==> src/design/bfd_pkg.sv <==
package bfd_pkg;

	// Field type codes carried on req_type.
	localparam logic [3:0] FT_BOOL    = 4'd0;
	localparam logic [3:0] FT_U8      = 4'd1;
	localparam logic [3:0] FT_U64     = 4'd4;
	localparam logic [3:0] FT_I8      = 4'd5;
	localparam logic [3:0] FT_I64     = 4'd8;
	localparam logic [3:0] FT_VARUINT = 4'd9;
	localparam logic [3:0] FT_VARINT  = 4'd10;
	localparam logic [3:0] FT_LENPFX  = 4'd11;
	localparam logic [3:0] FT_RAW     = 4'd12;

	// Result kind codes.
	localparam logic [2:0] KIND_SCALAR   = 3'd0;
	localparam logic [2:0] KIND_LENGTH   = 3'd1;
	localparam logic [2:0] KIND_PAYLOAD  = 3'd2;
	localparam logic [2:0] KIND_TOO_BIG  = 3'd3;
	localparam logic [2:0] KIND_TOO_LONG = 3'd4;

	// Depth of the queues between front, back and the result port.
	localparam int QUEUE_DEPTH = 2;

	// One byte of the serialized stream as it arrives.
	typedef struct packed {
		logic [3:0]  req_type;
		logic [7:0]  data_byte;
		logic        field_start;
		logic [15:0] bytes_remaining;
		logic [7:0]  raw_length;
	} in_item_t;

	// One decoded result.
	typedef struct packed {
		logic [2:0]  kind;
		logic [63:0] value;
		logic [4:0]  bytes_used;
		logic        last;
	} out_item_t;

	// A byte after classification by the front part.
	typedef struct packed {
		logic [3:0]  req_type;
		logic [7:0]  data_byte;
		logic        field_start;
		logic [15:0] bytes_remaining;
		logic [7:0]  raw_length;
		logic        type_bad;
		logic        raw_start;
		logic        raw_too_big;
		logic        raw_zero;
		logic [7:0]  raw_left;
	} cls_item_t;

	// Byte size of a fixed-size field type.
	function automatic logic [3:0] fixed_size(input logic [3:0] ft);
		logic [3:0] n;
		case (ft)
			4'd2, 4'd6: n = 4'd2;
			4'd3, 4'd7: n = 4'd4;
			4'd4, 4'd8: n = 4'd8;
			default:    n = 4'd1;
		endcase
		return n;
	endfunction

endpackage

==> src/design/bfd_fifo.sv <==
module bfd_fifo #(
	parameter int WIDTH = 8,
	parameter int DEPTH = 2
) (
	input  logic             clk,
	input  logic             arst_n,
	input  logic             push,
	input  logic [WIDTH-1:0] wdata,
	input  logic             pop,
	output logic [WIDTH-1:0] head,
	output logic             full,
	output logic             empty
);
	localparam int PW = (DEPTH > 1) ? $clog2(DEPTH) : 1;

	logic [WIDTH-1:0] slots_q [DEPTH];
	logic [PW-1:0]    wr_ptr_q;
	logic [PW-1:0]    rd_ptr_q;
	logic [PW:0]      count_q;
	logic             do_push;
	logic             do_pop;

	assign full    = (count_q == (PW+1)'(DEPTH));
	assign empty   = (count_q == '0);
	assign head    = slots_q[rd_ptr_q];
	assign do_push = push && !full;
	assign do_pop  = pop && !empty;

	// Entry storage; written only on a transfer in.
	always_ff @(posedge clk) begin
		if (do_push) begin
			slots_q[wr_ptr_q] <= wdata;
		end
	end

	// Pointers and occupancy.
	always_ff @(posedge clk or negedge arst_n) begin
		if (!arst_n) begin
			wr_ptr_q <= '0;
			rd_ptr_q <= '0;
			count_q  <= '0;
		end else begin
			if (do_push) begin
				wr_ptr_q <= (wr_ptr_q == PW'(DEPTH - 1)) ? '0 : wr_ptr_q + 1'b1;
			end
			if (do_pop) begin
				rd_ptr_q <= (rd_ptr_q == PW'(DEPTH - 1)) ? '0 : rd_ptr_q + 1'b1;
			end
			if (do_push && !do_pop) begin
				count_q <= count_q + 1'b1;
			end else if (do_pop && !do_push) begin
				count_q <= count_q - 1'b1;
			end
		end
	end
endmodule

==> src/design/bfd_front.sv <==
module bfd_front (
	input  bfd_pkg::in_item_t  item,
	output bfd_pkg::cls_item_t cls
);
	import bfd_pkg::*;

	logic [16:0] rem_plus_one;

	assign rem_plus_one = {1'b0, item.bytes_remaining} + 17'd1;

	// Classify a byte: everything that depends only on the byte itself,
	// including the checks on a raw field's start, is settled here.
	always_comb begin
		cls.req_type        = item.req_type;
		cls.data_byte       = item.data_byte;
		cls.field_start     = item.field_start;
		cls.bytes_remaining = item.bytes_remaining;
		cls.raw_length      = item.raw_length;
		cls.type_bad        = item.req_type > FT_RAW;
		cls.raw_start       = item.req_type == FT_RAW;
		cls.raw_too_big     = {9'd0, item.raw_length} > rem_plus_one;
		cls.raw_zero        = item.raw_length == 8'd0;
		cls.raw_left        = item.raw_length - 8'd1;
	end
endmodule

==> src/design/bfd_back.sv <==
module bfd_back #(
	parameter int LENGTH_BITS      = 16,
	parameter int MAX_VARINT_BYTES = 10
) (
	input  logic                clk,
	input  logic                arst_n,
	input  bfd_pkg::cls_item_t  cls,
	input  logic                item_valid,
	output logic                item_pop,
	input  logic                res_full,
	output logic                res_push,
	output bfd_pkg::out_item_t  res
);
	import bfd_pkg::*;

	// Field state.
	logic [3:0]  ft_q;
	logic [63:0] acc_q;
	logic [3:0]  bc_q;
	logic [6:0]  sh_q;
	logic [15:0] pl_q;
	logic        inp_q;

	logic [3:0]  nxt_ft;
	logic [63:0] nxt_acc;
	logic [3:0]  nxt_bc;
	logic [6:0]  nxt_sh;
	logic [15:0] nxt_pl;
	logic        nxt_inp;

	// Scalar state as seen by this byte (cleared on a field start).
	logic [3:0]  eff_ft;
	logic [63:0] eff_acc;
	logic [3:0]  eff_bc;
	logic [6:0]  eff_sh;

	logic        do_scalar;
	logic        rv;
	logic [3:0]  bc_inc;
	logic [63:0] var_acc;
	logic [6:0]  sh_next_group;
	logic [63:0] var_val;
	logic        len_too_big;
	logic [3:0]  fix_n;
	logic [63:0] fix_acc;
	logic [63:0] fix_val;
	logic [15:0] pl_dec;
	logic        is_varint;

	assign item_pop = item_valid && !res_full;
	assign res_push = item_pop && rv;

	// Datapath for one byte of a scalar or length prefix.
	always_comb begin
		bc_inc        = eff_bc + 4'd1;
		is_varint     = (eff_ft >= FT_VARUINT) && (eff_ft <= FT_LENPFX);
		// Varint: or seven payload bits in at the current bit position.
		var_acc       = eff_acc;
		if (!eff_sh[6]) begin
			var_acc = eff_acc | ({57'd0, cls.data_byte[6:0]} << eff_sh[5:0]);
		end
		sh_next_group = eff_sh + 7'd7;
		var_val       = var_acc;
		if (eff_ft == FT_VARINT && cls.data_byte[6] && !sh_next_group[6]) begin
			var_val = var_acc | ({64{1'b1}} << sh_next_group[5:0]);
		end
		len_too_big   = ((var_acc >> LENGTH_BITS) != 64'd0)
			|| (var_acc > {48'd0, cls.bytes_remaining});
		// Fixed-size little-endian: one byte lane per byte count.
		fix_n         = fixed_size(eff_ft);
		fix_acc       = eff_acc | ({56'd0, cls.data_byte} << {eff_bc[2:0], 3'b000});
		fix_val       = fix_acc;
		if (eff_ft == FT_BOOL) begin
			fix_val = {63'd0, fix_acc != 64'd0};
		end else if (eff_ft >= FT_I8) begin
			case (fix_n)
				4'd1: if (fix_acc[7])  fix_val = fix_acc | ({64{1'b1}} << 8);
				4'd2: if (fix_acc[15]) fix_val = fix_acc | ({64{1'b1}} << 16);
				4'd4: if (fix_acc[31]) fix_val = fix_acc | ({64{1'b1}} << 32);
				default: fix_val = fix_acc;
			endcase
		end
		pl_dec = (pl_q != 16'd0) ? pl_q - 16'd1 : pl_q;
	end

	// Field sequencing: start, payload pass-through, scalar and prefix bytes.
	always_comb begin
		nxt_ft    = ft_q;
		nxt_acc   = acc_q;
		nxt_bc    = bc_q;
		nxt_sh    = sh_q;
		nxt_pl    = pl_q;
		nxt_inp   = inp_q;
		eff_ft    = ft_q;
		eff_acc   = acc_q;
		eff_bc    = bc_q;
		eff_sh    = sh_q;
		do_scalar = 1'b0;
		rv        = 1'b0;
		res       = '{kind: KIND_SCALAR, value: 64'd0, bytes_used: 5'd0, last: 1'b0};

		if (cls.field_start) begin
			eff_ft  = cls.req_type;
			eff_acc = 64'd0;
			eff_bc  = 4'd0;
			eff_sh  = 7'd0;
			nxt_ft  = cls.req_type;
			nxt_acc = 64'd0;
			nxt_bc  = 4'd0;
			nxt_sh  = 7'd0;
			nxt_pl  = 16'd0;
			nxt_inp = 1'b0;
			if (cls.type_bad) begin
				rv = 1'b0;
			end else if (cls.raw_start) begin
				rv = 1'b1;
				if (cls.raw_too_big) begin
					res.kind  = KIND_TOO_BIG;
					res.value = {56'd0, cls.raw_length};
					res.last  = 1'b1;
				end else if (cls.raw_zero) begin
					res.kind  = KIND_LENGTH;
					res.last  = 1'b1;
				end else begin
					nxt_pl    = {8'd0, cls.raw_left};
					nxt_inp   = cls.raw_left != 8'd0;
					res.kind  = KIND_PAYLOAD;
					res.value = {56'd0, cls.data_byte};
					res.last  = cls.raw_left == 8'd0;
				end
			end else begin
				do_scalar = 1'b1;
			end
		end else if (inp_q) begin
			nxt_pl    = pl_dec;
			nxt_inp   = pl_dec != 16'd0;
			rv        = 1'b1;
			res.kind  = KIND_PAYLOAD;
			res.value = {56'd0, cls.data_byte};
			res.last  = pl_dec == 16'd0;
		end else if (bc_q != 4'd0) begin
			do_scalar = 1'b1;
		end

		if (do_scalar) begin
			if (is_varint) begin
				if (cls.data_byte[7]) begin
					if (bc_inc >= 4'(MAX_VARINT_BYTES)) begin
						nxt_acc        = 64'd0;
						nxt_bc         = 4'd0;
						nxt_sh         = 7'd0;
						rv             = 1'b1;
						res.kind       = KIND_TOO_LONG;
						res.bytes_used = {1'b0, bc_inc};
						res.last       = 1'b1;
					end else begin
						nxt_acc = var_acc;
						nxt_bc  = bc_inc;
						nxt_sh  = sh_next_group;
					end
				end else begin
					nxt_acc        = 64'd0;
					nxt_bc         = 4'd0;
					nxt_sh         = 7'd0;
					rv             = 1'b1;
					res.bytes_used = {1'b0, bc_inc};
					res.last       = 1'b1;
					if (eff_ft == FT_LENPFX) begin
						res.value = var_acc;
						if (len_too_big) begin
							res.kind = KIND_TOO_BIG;
						end else begin
							res.kind = KIND_LENGTH;
							if (var_acc != 64'd0) begin
								nxt_inp  = 1'b1;
								nxt_pl   = var_acc[15:0];
								res.last = 1'b0;
							end
						end
					end else begin
						res.kind  = KIND_SCALAR;
						res.value = var_val;
					end
				end
			end else if (eff_ft <= FT_I64) begin
				if (bc_inc < fix_n) begin
					nxt_acc = fix_acc;
					nxt_bc  = bc_inc;
				end else begin
					nxt_acc        = 64'd0;
					nxt_bc         = 4'd0;
					nxt_sh         = 7'd0;
					rv             = 1'b1;
					res.kind       = KIND_SCALAR;
					res.value      = fix_val;
					res.bytes_used = {1'b0, fix_n};
					res.last       = 1'b1;
				end
			end else begin
				nxt_acc = 64'd0;
				nxt_bc  = 4'd0;
				nxt_sh  = 7'd0;
			end
		end
	end

	// State update on each transfer out of the item queue.
	always_ff @(posedge clk or negedge arst_n) begin
		if (!arst_n) begin
			ft_q  <= 4'd0;
			acc_q <= 64'd0;
			bc_q  <= 4'd0;
			sh_q  <= 7'd0;
			pl_q  <= 16'd0;
			inp_q <= 1'b0;
		end else if (item_pop) begin
			ft_q  <= nxt_ft;
			acc_q <= nxt_acc;
			bc_q  <= nxt_bc;
			sh_q  <= nxt_sh;
			pl_q  <= nxt_pl;
			inp_q <= nxt_inp;
		end
	end
endmodule

==> src/design/binary_field_deserializer_top.sv <==
// Each byte is registered in the item queue and its result in the result queue; a full
// result queue holds the byte back.
// Throughput: one byte per cycle while the result queue is not full;
// a byte yields at most one result.
// Reset: arst_n clears all field state and empties both internal queues.
module binary_field_deserializer_top #(
	parameter int LENGTH_BITS      = 16,
	parameter int MAX_VARINT_BYTES = 10
) (
	input  logic                clk,
	input  logic                arst_n,
	input  logic                push,
	output logic                full,
	input  bfd_pkg::in_item_t   item,
	output logic                empty,
	input  logic                pop,
	output bfd_pkg::out_item_t  result
);
	import bfd_pkg::*;

	cls_item_t cls_in;
	cls_item_t cls_head;
	logic      item_empty;
	logic      item_pop;
	logic      res_full;
	logic      res_push;
	out_item_t res_data;

	// Front: classify each byte.
	bfd_front u_front (
		.item (item),
		.cls  (cls_in)
	);

	// Queue between front and back.
	bfd_fifo #(
		.WIDTH ($bits(cls_item_t)),
		.DEPTH (QUEUE_DEPTH)
	) u_item_q (
		.clk    (clk),
		.arst_n (arst_n),
		.push   (push),
		.wdata  (cls_in),
		.pop    (item_pop),
		.head   (cls_head),
		.full   (full),
		.empty  (item_empty)
	);

	// Back: field state and decode.
	bfd_back #(
		.LENGTH_BITS      (LENGTH_BITS),
		.MAX_VARINT_BYTES (MAX_VARINT_BYTES)
	) u_back (
		.clk        (clk),
		.arst_n     (arst_n),
		.cls        (cls_head),
		.item_valid (!item_empty),
		.item_pop   (item_pop),
		.res_full   (res_full),
		.res_push   (res_push),
		.res        (res_data)
	);

	// Result queue toward the consumer.
	bfd_fifo #(
		.WIDTH ($bits(out_item_t)),
		.DEPTH (QUEUE_DEPTH)
	) u_res_q (
		.clk    (clk),
		.arst_n (arst_n),
		.push   (res_push),
		.wdata  (res_data),
		.pop    (pop),
		.head   (result),
		.full   (res_full),
		.empty  (empty)
	);
endmodule

==> config.mk <==
export PLATFORM = sky130hd
export DESIGN_NAME = binary_field_deserializer_top
export DESIGN_NICKNAME = d
export VERILOG_FILES = /design/src/design/bfd_pkg.sv /design/src/design/bfd_fifo.sv /design/src/design/bfd_front.sv /design/src/design/bfd_back.sv /design/src/design/binary_field_deserializer_top.sv
export SDC_FILE = /design/constraint.sdc
export NUM_CORES = 1
export LEC_CHECK = 0
export ABC_AREA = 1
export BUFFER_PORTS_ARGS = -buffer_cell sky130_fd_sc_hd__buf_4
export CAP_MARGIN = 10
export CELL_PAD_IN_SITES_DETAIL_PLACEMENT = 0
export CELL_PAD_IN_SITES_GLOBAL_PLACEMENT = 1
export CORE_ASPECT_RATIO = 0.8
export CORE_UTILIZATION = 42
export DETAILED_ROUTE_END_ITERATION = 12
export GPL_TIMING_DRIVEN = 1
export PLACE_DENSITY_LB_ADDON = 0.25
export SETUP_SLACK_MARGIN = 0.15
export SLEW_MARGIN = 20
export SYNTH_ARGS = -nofsm -noshare
export SYNTH_HDL_FRONTEND = slang
export SYNTH_SLANG_ARGS = --single-unit
==> constraint.sdc <==
create_clock -name clk -period 5.8 [get_ports clk]
set_clock_uncertainty 0.2 [all_clocks]
set_input_delay 0.87 -clock clk [delete_from_list [all_inputs] [get_ports clk]]
set_output_delay 0.87 -clock clk [all_outputs]
set_load 0.01 [all_outputs]
=== After elaboration in Yosys (flattened, before gate mapping) ===
Memories as Yosys holds them, arrays and structs flattened.
Cells that the tools add are included.

* Register bits after elaboration: 104
* Bits in writable memories: 244
* Input port bits: 41
* Output and inout bits: 75
* Word-level logic and storage cells: 207
* Memories kept: 2

{| class="wikitable"
|+ Memory list
! name !! words !! width !! read ports !! clocked after memory_dff !! wr ports !! RTL line !! text
|-
| u_res_q.slots_q || 2 || 73 || 1 || 0 || 1 || bfd_fifo.sv:16 || <nowiki>logic [WIDTH-1:0] slots_q [DEPTH];</nowiki>
|-
| u_item_q.slots_q || 2 || 49 || 1 || 0 || 1 || bfd_fifo.sv:16 ||
|}

* Add/sub/neg operators: 13
* Order comparisons: 9
* Eq/ne operators: 14
* Shift operators: 3
* Multiplexer cells: 110
* Bitwise logic cells: 3
* Reduce and logical (&&, ||, !) cells: 41

{| class="wikitable"
|+ Operators by type and width
! operator !! count
|-
| $mux 64 || 15
|-
| $mux 67 || 5
|-
| $mux 73 || 4
|-
| $mux 16 || 12
|-
| $or 64x64->64 || 3
|-
| $pmux 64 s3 || 1
|-
| $reduce_bool 64->1 || 3
|-
| $mux 66 || 1
|-
| $gt 64x16->1 || 1
|-
| $shl 64x6->64 const A || 1
|-
| $shl 7x6->64 || 1
|-
| $shl 8x6->64 || 1
|-
| $mux 7 || 7
|-
| $mux 1 || 44
|-
| $mux 4 || 8
|-
| $reduce_bool 16->1 || 2
|-
| $add 16x1->17 const B || 1
|-
| $gt 8x17->1 || 1
|-
| $eq 4x3->1 const B || 4
|-
| $eq 4x4->1 const B || 4
|-
| $logic_not 16->1 || 1
|-
| $logic_not 8->1 || 2
|-
| $mux 8 || 2
|-
| $sub 16x1->16 const B || 1
|-
| other kinds (28) || 68
|}

=== Depth between registers and ports, before layout ===
An unclocked memory read counts as a cell.

* Word-level depth: 16
* Depth in mapped cells: 30
* Mapped depth without buffers: 29

=== Cells and area by module ===
From an unflattened synthesis, not the netlist that was laid out.

* Cell total of the unflattened synthesis: 2921
* Area total of the unflattened synthesis: 22371.5 µm²

{| class="wikitable"
|+ By module, submodules not included
! module !! instances !! cells each !! area an instance (µm²) !! seq. area each (µm²)
|-
| bfd_back || 1 || 2042 || 11970.2 || 2402.3
|-
| bfd_fifo (u_res_q) || 1 || 413 || 5541.6 || 4484.3
|-
| bfd_fifo (u_item_q) || 1 || 288 || 3822.4 || 3042.9
|-
| bfd_front || 1 || 177 || 1033.5 || 0.0
|-
| binary_field_deserializer_top || 1 || 1 || 3.8 || 0.0
|}

=== Worst setup path after synthesis ===
Ideal clock, no wire load.

* Kind: reg2reg
* Start point: register u_item_q.rd_ptr_q
* End point: memory u_res_q.slots_q[1][0] (netlist bit), enable pin
* Arrival time: 5.572 ns
* Required time: 5.096 ns
* Path slack: -0.476 ns
* Stages on the path, launching flop included: 20
* Buffers on the path: 4
* Path through: dfrtp_1 buf_6 nand2_4 nand2_8 buf_6 nor2_1 buf_2 buf_2 inv_1 ha_1 inv_1 ha_1 o21ai_1 nand2_1 nand3_2 nand2_2 nand2_4 nand3_1 nand2_1 nor2_1

* Word-level cells in the longest chain between the ends: 14

{| class="wikitable"
|+ Ends and longest elaborated chain
! item !! RTL line !! text
|-
| from (decl) || bfd_fifo.sv:18 || <nowiki>logic [PW-1:0] rd_ptr_q;</nowiki>
|-
| from (signal assigned) || bfd_fifo.sv:47 || <nowiki>rd_ptr_q <= (rd_ptr_q == PW'(DEPTH - 1)) ? '0 : rd_ptr_q + 1'b1;</nowiki>
|-
| $mem_v2 2x49 * || - ||
|-
| $mux 4 || bfd_back.sv:102 || <nowiki>if (cls.field_start) begin</nowiki>
|-
| $eq 4x3->1 (tied with other cells) || bfd_pkg.sv:58 || <nowiki>case (ft)</nowiki>
|-
| $reduce_or 2->1 || bfd_pkg.sv:58 ||
|-
| $pmux 4 s3 || bfd_pkg.sv:58 ||
|-
| $lt 4x4->1 || bfd_back.sv:186 || <nowiki>if (bc_inc < fix_n) begin</nowiki>
|-
| $mux 1 || bfd_back.sv:186 ||
|-
| $mux 1 || bfd_back.sv:185 || <nowiki>end else if (eff_ft <= FT_I64) begin</nowiki>
|-
| $mux 1 || bfd_back.sv:146 || <nowiki>if (is_varint) begin</nowiki>
|-
| $mux 1 * || bfd_back.sv:145 || <nowiki>if (do_scalar) begin</nowiki>
|-
| $logic_and 1x1->1 * || bfd_back.sv:51 || <nowiki>assign res_push = item_pop && rv;</nowiki>
|-
| $logic_and 1x1->1 * || bfd_fifo.sv:26 || <nowiki>assign do_push = push && !full;</nowiki>
|-
| $mux 1 * || bfd_fifo.sv:31 || <nowiki>if (do_push) begin</nowiki>
|-
| $mux 1 (implied by the code) * || bfd_fifo.sv:32 || <nowiki>slots_q[wr_ptr_q] <= wdata;</nowiki>
|-
| to (decl) || bfd_fifo.sv:16 ||
|}

Every way passes the cells marked *; elsewhere a longest branch is shown, timed or not.

==> out/results.tsv <==
stage	metric	value	unit
timing	setup_viol	0	
die	die_w	256.1	microns
cts	cts_root_buf	clkbuf_16	
place	io_buffers	114	
timing	worst_slew_pin_slew	1160	ps
routing	drt_iter0_drc	3201	
setup_path	crit_fanout	14	
die	initial_core_util	42.52	%
routing	dr.pass1.iters	6	
timing	hold_viol	0	
global_routing	grt_max_degree	74	
timing	slew_headroom	21.68	%
cts	cts_tree	yes	
routing	vias_per_cell	6.080	
layout	fillers	4964	
cts	cts_setup_buffers	0	
synth	synth_top_family_by_area	simple AND/OR/NAND/NOR gates	
setup_path	r2r_setup_slack	770	ps
timing	grt_setup_unrepaired	no	
synth	syn_area_per_cell	7.814	sq um
synth	synthAdderAreaFrac	2.250	%
cts	cts_resized	0	
die	coreArea	51020	sq um
flow_run	maxCapViolCount	0	
routing	drt-wirelength-per-cell	27.31	microns
synth	synth_area	21690	sq um
layout	syn_to_final_growth	15.81	%
setup_path	required	5900	ps
synth	ys_async_sr_fraction	30.06	%
layout	fin_nets	2972	
synth	synth_compound_area_share	16.95	%
die	die_y	205.3	microns
cts	clk_latency	620	ps
cts	htree_num_levels	2	
setup_path	critical_path_class	flip-flop to flip-flop	
timing	slew_violations	0	
die	pin_count	116	
setup_path	crit_path_end_kind	flip-flop	
synth	synth-edff-count	242	
synth	ys_seq_elements	346	
die	die_area	52560	sq um
layout	final_common_cell	nand2_1	
cts	clock-sinks	346	
routing	drt_wl_total	98480	microns
routing	vias	21920	
layout	diodes	0	
setup_path	cp.arrival	5120	ps
global_routing	antenna_found_initial	2	
synth	ys_dominant_reg_cell	edfxtp_1	
hold_path	hp-class	input pin to async pin	
global_routing	grt_overflow_total	0	
synth	yosysWarnings	0	
setup_path	crit_path_end	u_res_q.slots_q[1][0]	
die	fp-row-count	74	
synth	ys_seq_area_share	45.50	%
setup_path	r2r_cells	25	
layout	fin_cells	3606	
global_routing	grt_first_pass_wirelength	141900	microns
timing	final.period_utilization	86.64	%
timing	fmax	199.0	MHz
layout	mostFrequentLayoutCells	nand2_1, edfxtp_1, buf_4	
routing	antenna_left	0	
synth	synthCells	2776	
synth	synthXorXnorAreaFrac	1.165	%
layout	drive_above_1_share	13.11	%
setup_path	cp-startpoint	u_item_q.rd_ptr_q	
place	dpl.cell_count	3536	
setup_path	rr_endpoint	u_res_q.slots_q[1][0]	
setup_path	worst_setup_path_start_kind	flip-flop	
global_routing	grt_pass1_vias	20120	
global_routing	grt_use_total	37.22	%
setup_path	reg2reg_from	u_item_q.rd_ptr_q	
cts	cts-buffers-inserted	38	
timing	finalCriticalPeriod	5025	ps
cts	clockBufferDepth	3	
run_status	status	finished clean	
cts	path_clk_slew	70	ps
synth	synth-simple-area-share	25.35	%
synth	syn-num-nets	2856	
place	dp.final_hpwl	75190	microns
routing	post-route-drc-count	0	
synth	synth_cell_type_count	64	
place	globalplace.congestion	1.029	
cts	postCtsHoldBufs	0	
timing	tns	0	ps
synth	muxShareOfSynthArea	1.154	%
[layout make-up]
class / count / area (sq um) / share of cell area [%]
repair buffers: 234 / 1819 / 7.242
well taps: 684 / 855.8 / 3.407
clock inverters: 28 / 427.9 / 1.704
flip-flops and latches: 346 / 9872 / 39.30
multi-input cells: 2024 / 10230 / 40.72
clock buffers: 42 / 985.9 / 3.925
inverters: 248 / 930.9 / 3.706
[synthesized netlist by cell type, types with 4 or more instances]
master / count / area share [%]
a211oi_1: 25 / 0.87
a21oi_1: 190 / 4.4
a221oi_1: 21 / 0.85
a22o_1: 4 / 0.16
a22oi_1: 9 / 0.31
a31oi_1: 5 / 0.14
buf_1: 20 / 0.35
buf_2: 45 / 1.0
buf_4: 11 / 0.38
buf_6: 4 / 0.21
clkbuf_1: 78 / 1.3
clkinv_1: 5 / 0.087
dfrtp_1: 104 / 12
edfxtp_1: 242 / 34
ha_1: 39 / 2.2
inv_1: 218 / 3.8
inv_2: 25 / 0.43
mux2i_1: 25 / 1.2
nand2_1: 749 / 13
nand2_2: 9 / 0.26
nand3_1: 153 / 3.5
nand4_1: 70 / 2.0
nor2_1: 231 / 4.0
nor2_2: 5 / 0.14
nor2_4: 7 / 0.36
nor3_1: 31 / 0.72
nor4_1: 14 / 0.40
o2111ai_1: 4 / 0.16
o211ai_1: 38 / 1.3
o21ai_0: 197 / 4.5
o21ai_1: 87 / 2.0
o21ai_2: 5 / 0.20
o221ai_1: 13 / 0.52
o22ai_1: 15 / 0.43
o311ai_0: 4 / 0.16
or2_2: 8 / 0.23
xnor2_1: 7 / 0.28
xor2_1: 20 / 0.81
[metrics by stage]
step           area (sq um)  hold slack (ps)  utilization, %  setup WS, ps
6_report              25120            52.18           49.24         774.7
2_1_floorplan         21700            253.4               -         729.1
5_1_grt               25120            84.62           49.24         495.1
3_3_place_gp          23700            267.5           46.46         959.1
3_5_place_dp          23700            278.7           46.46         978.6
4_1_cts               25110            57.37           49.23         930.2
[cell families after synthesis]
family | after synthesis
other | 1
DFF | 346
AOI/OAI and AO/OA | 639
adders and majority gates | 39
buffers and inverters | 406
and+or+nand+nor | 1292
muxes | 25
xor gates and xnor gates | 28
[worst max-delay path, stage by stage, from the launching register on]
cell and delay [ps]:
dfrtp_2 450, inv_2 240, nand2_1 110, nand2_2 220, nand2_1 300, buf_4 260
buf_4 190, nor2_1 470, nand3_1 150, nand2_1 120, ha_1 260, a21oi_1 230
nand2_1 80, nor2_1 100, a21oi_1 140, nor2_1 130, nand2_1 70, nor2_1 120
nand2_1 70, nor2_1 100, nand3_1 70, nor2_1 90, buf_4 260, nand2_1 80
nand2_1 60, o2111ai_1 130
[sequential cells by signal (all words and copies together), names as in the netlist, 2 cells and up]
signal / count
u_back.pl_q: 16
u_res_q.slots_q: 144
u_item_q.count_q: 2
u_back.sh_q: 7
u_back.acc_q: 64
u_back.bc_q: 4
u_back.ft_q: 4
u_item_q.slots_q: 98
u_res_q.count_q: 2
[metal layers]
metal / vias to the layer above / part of all wire, % / track usage, %
met5: - / 0.0091 / 0
met4: 2 / 3.1 / 11.01
met3: 193 / 13 / 12.36
met2: 1302 / 39 / 49.68
met1: 10650 / 45 / 55.88
li1: 9780 / - / -
[how the worst min path moves through the flow]
stage,endpoint,start,cells after the start
detailed placement,u_back.acc_q[15],u_back.acc_q[15],2
finish,u_back.acc_q[14],arst_n,1
global route,u_back.acc_q[14],arst_n,1
global placement,u_back.acc_q[1],u_back.acc_q[1],2
CTS,u_back.bc_q[2],arst_n,1
floorplan,u_back.acc_q[10],u_back.acc_q[10],2
Power is not shown: default switching activity piles up to over one toggle a cycle in this logic, so the estimate is an artifact.
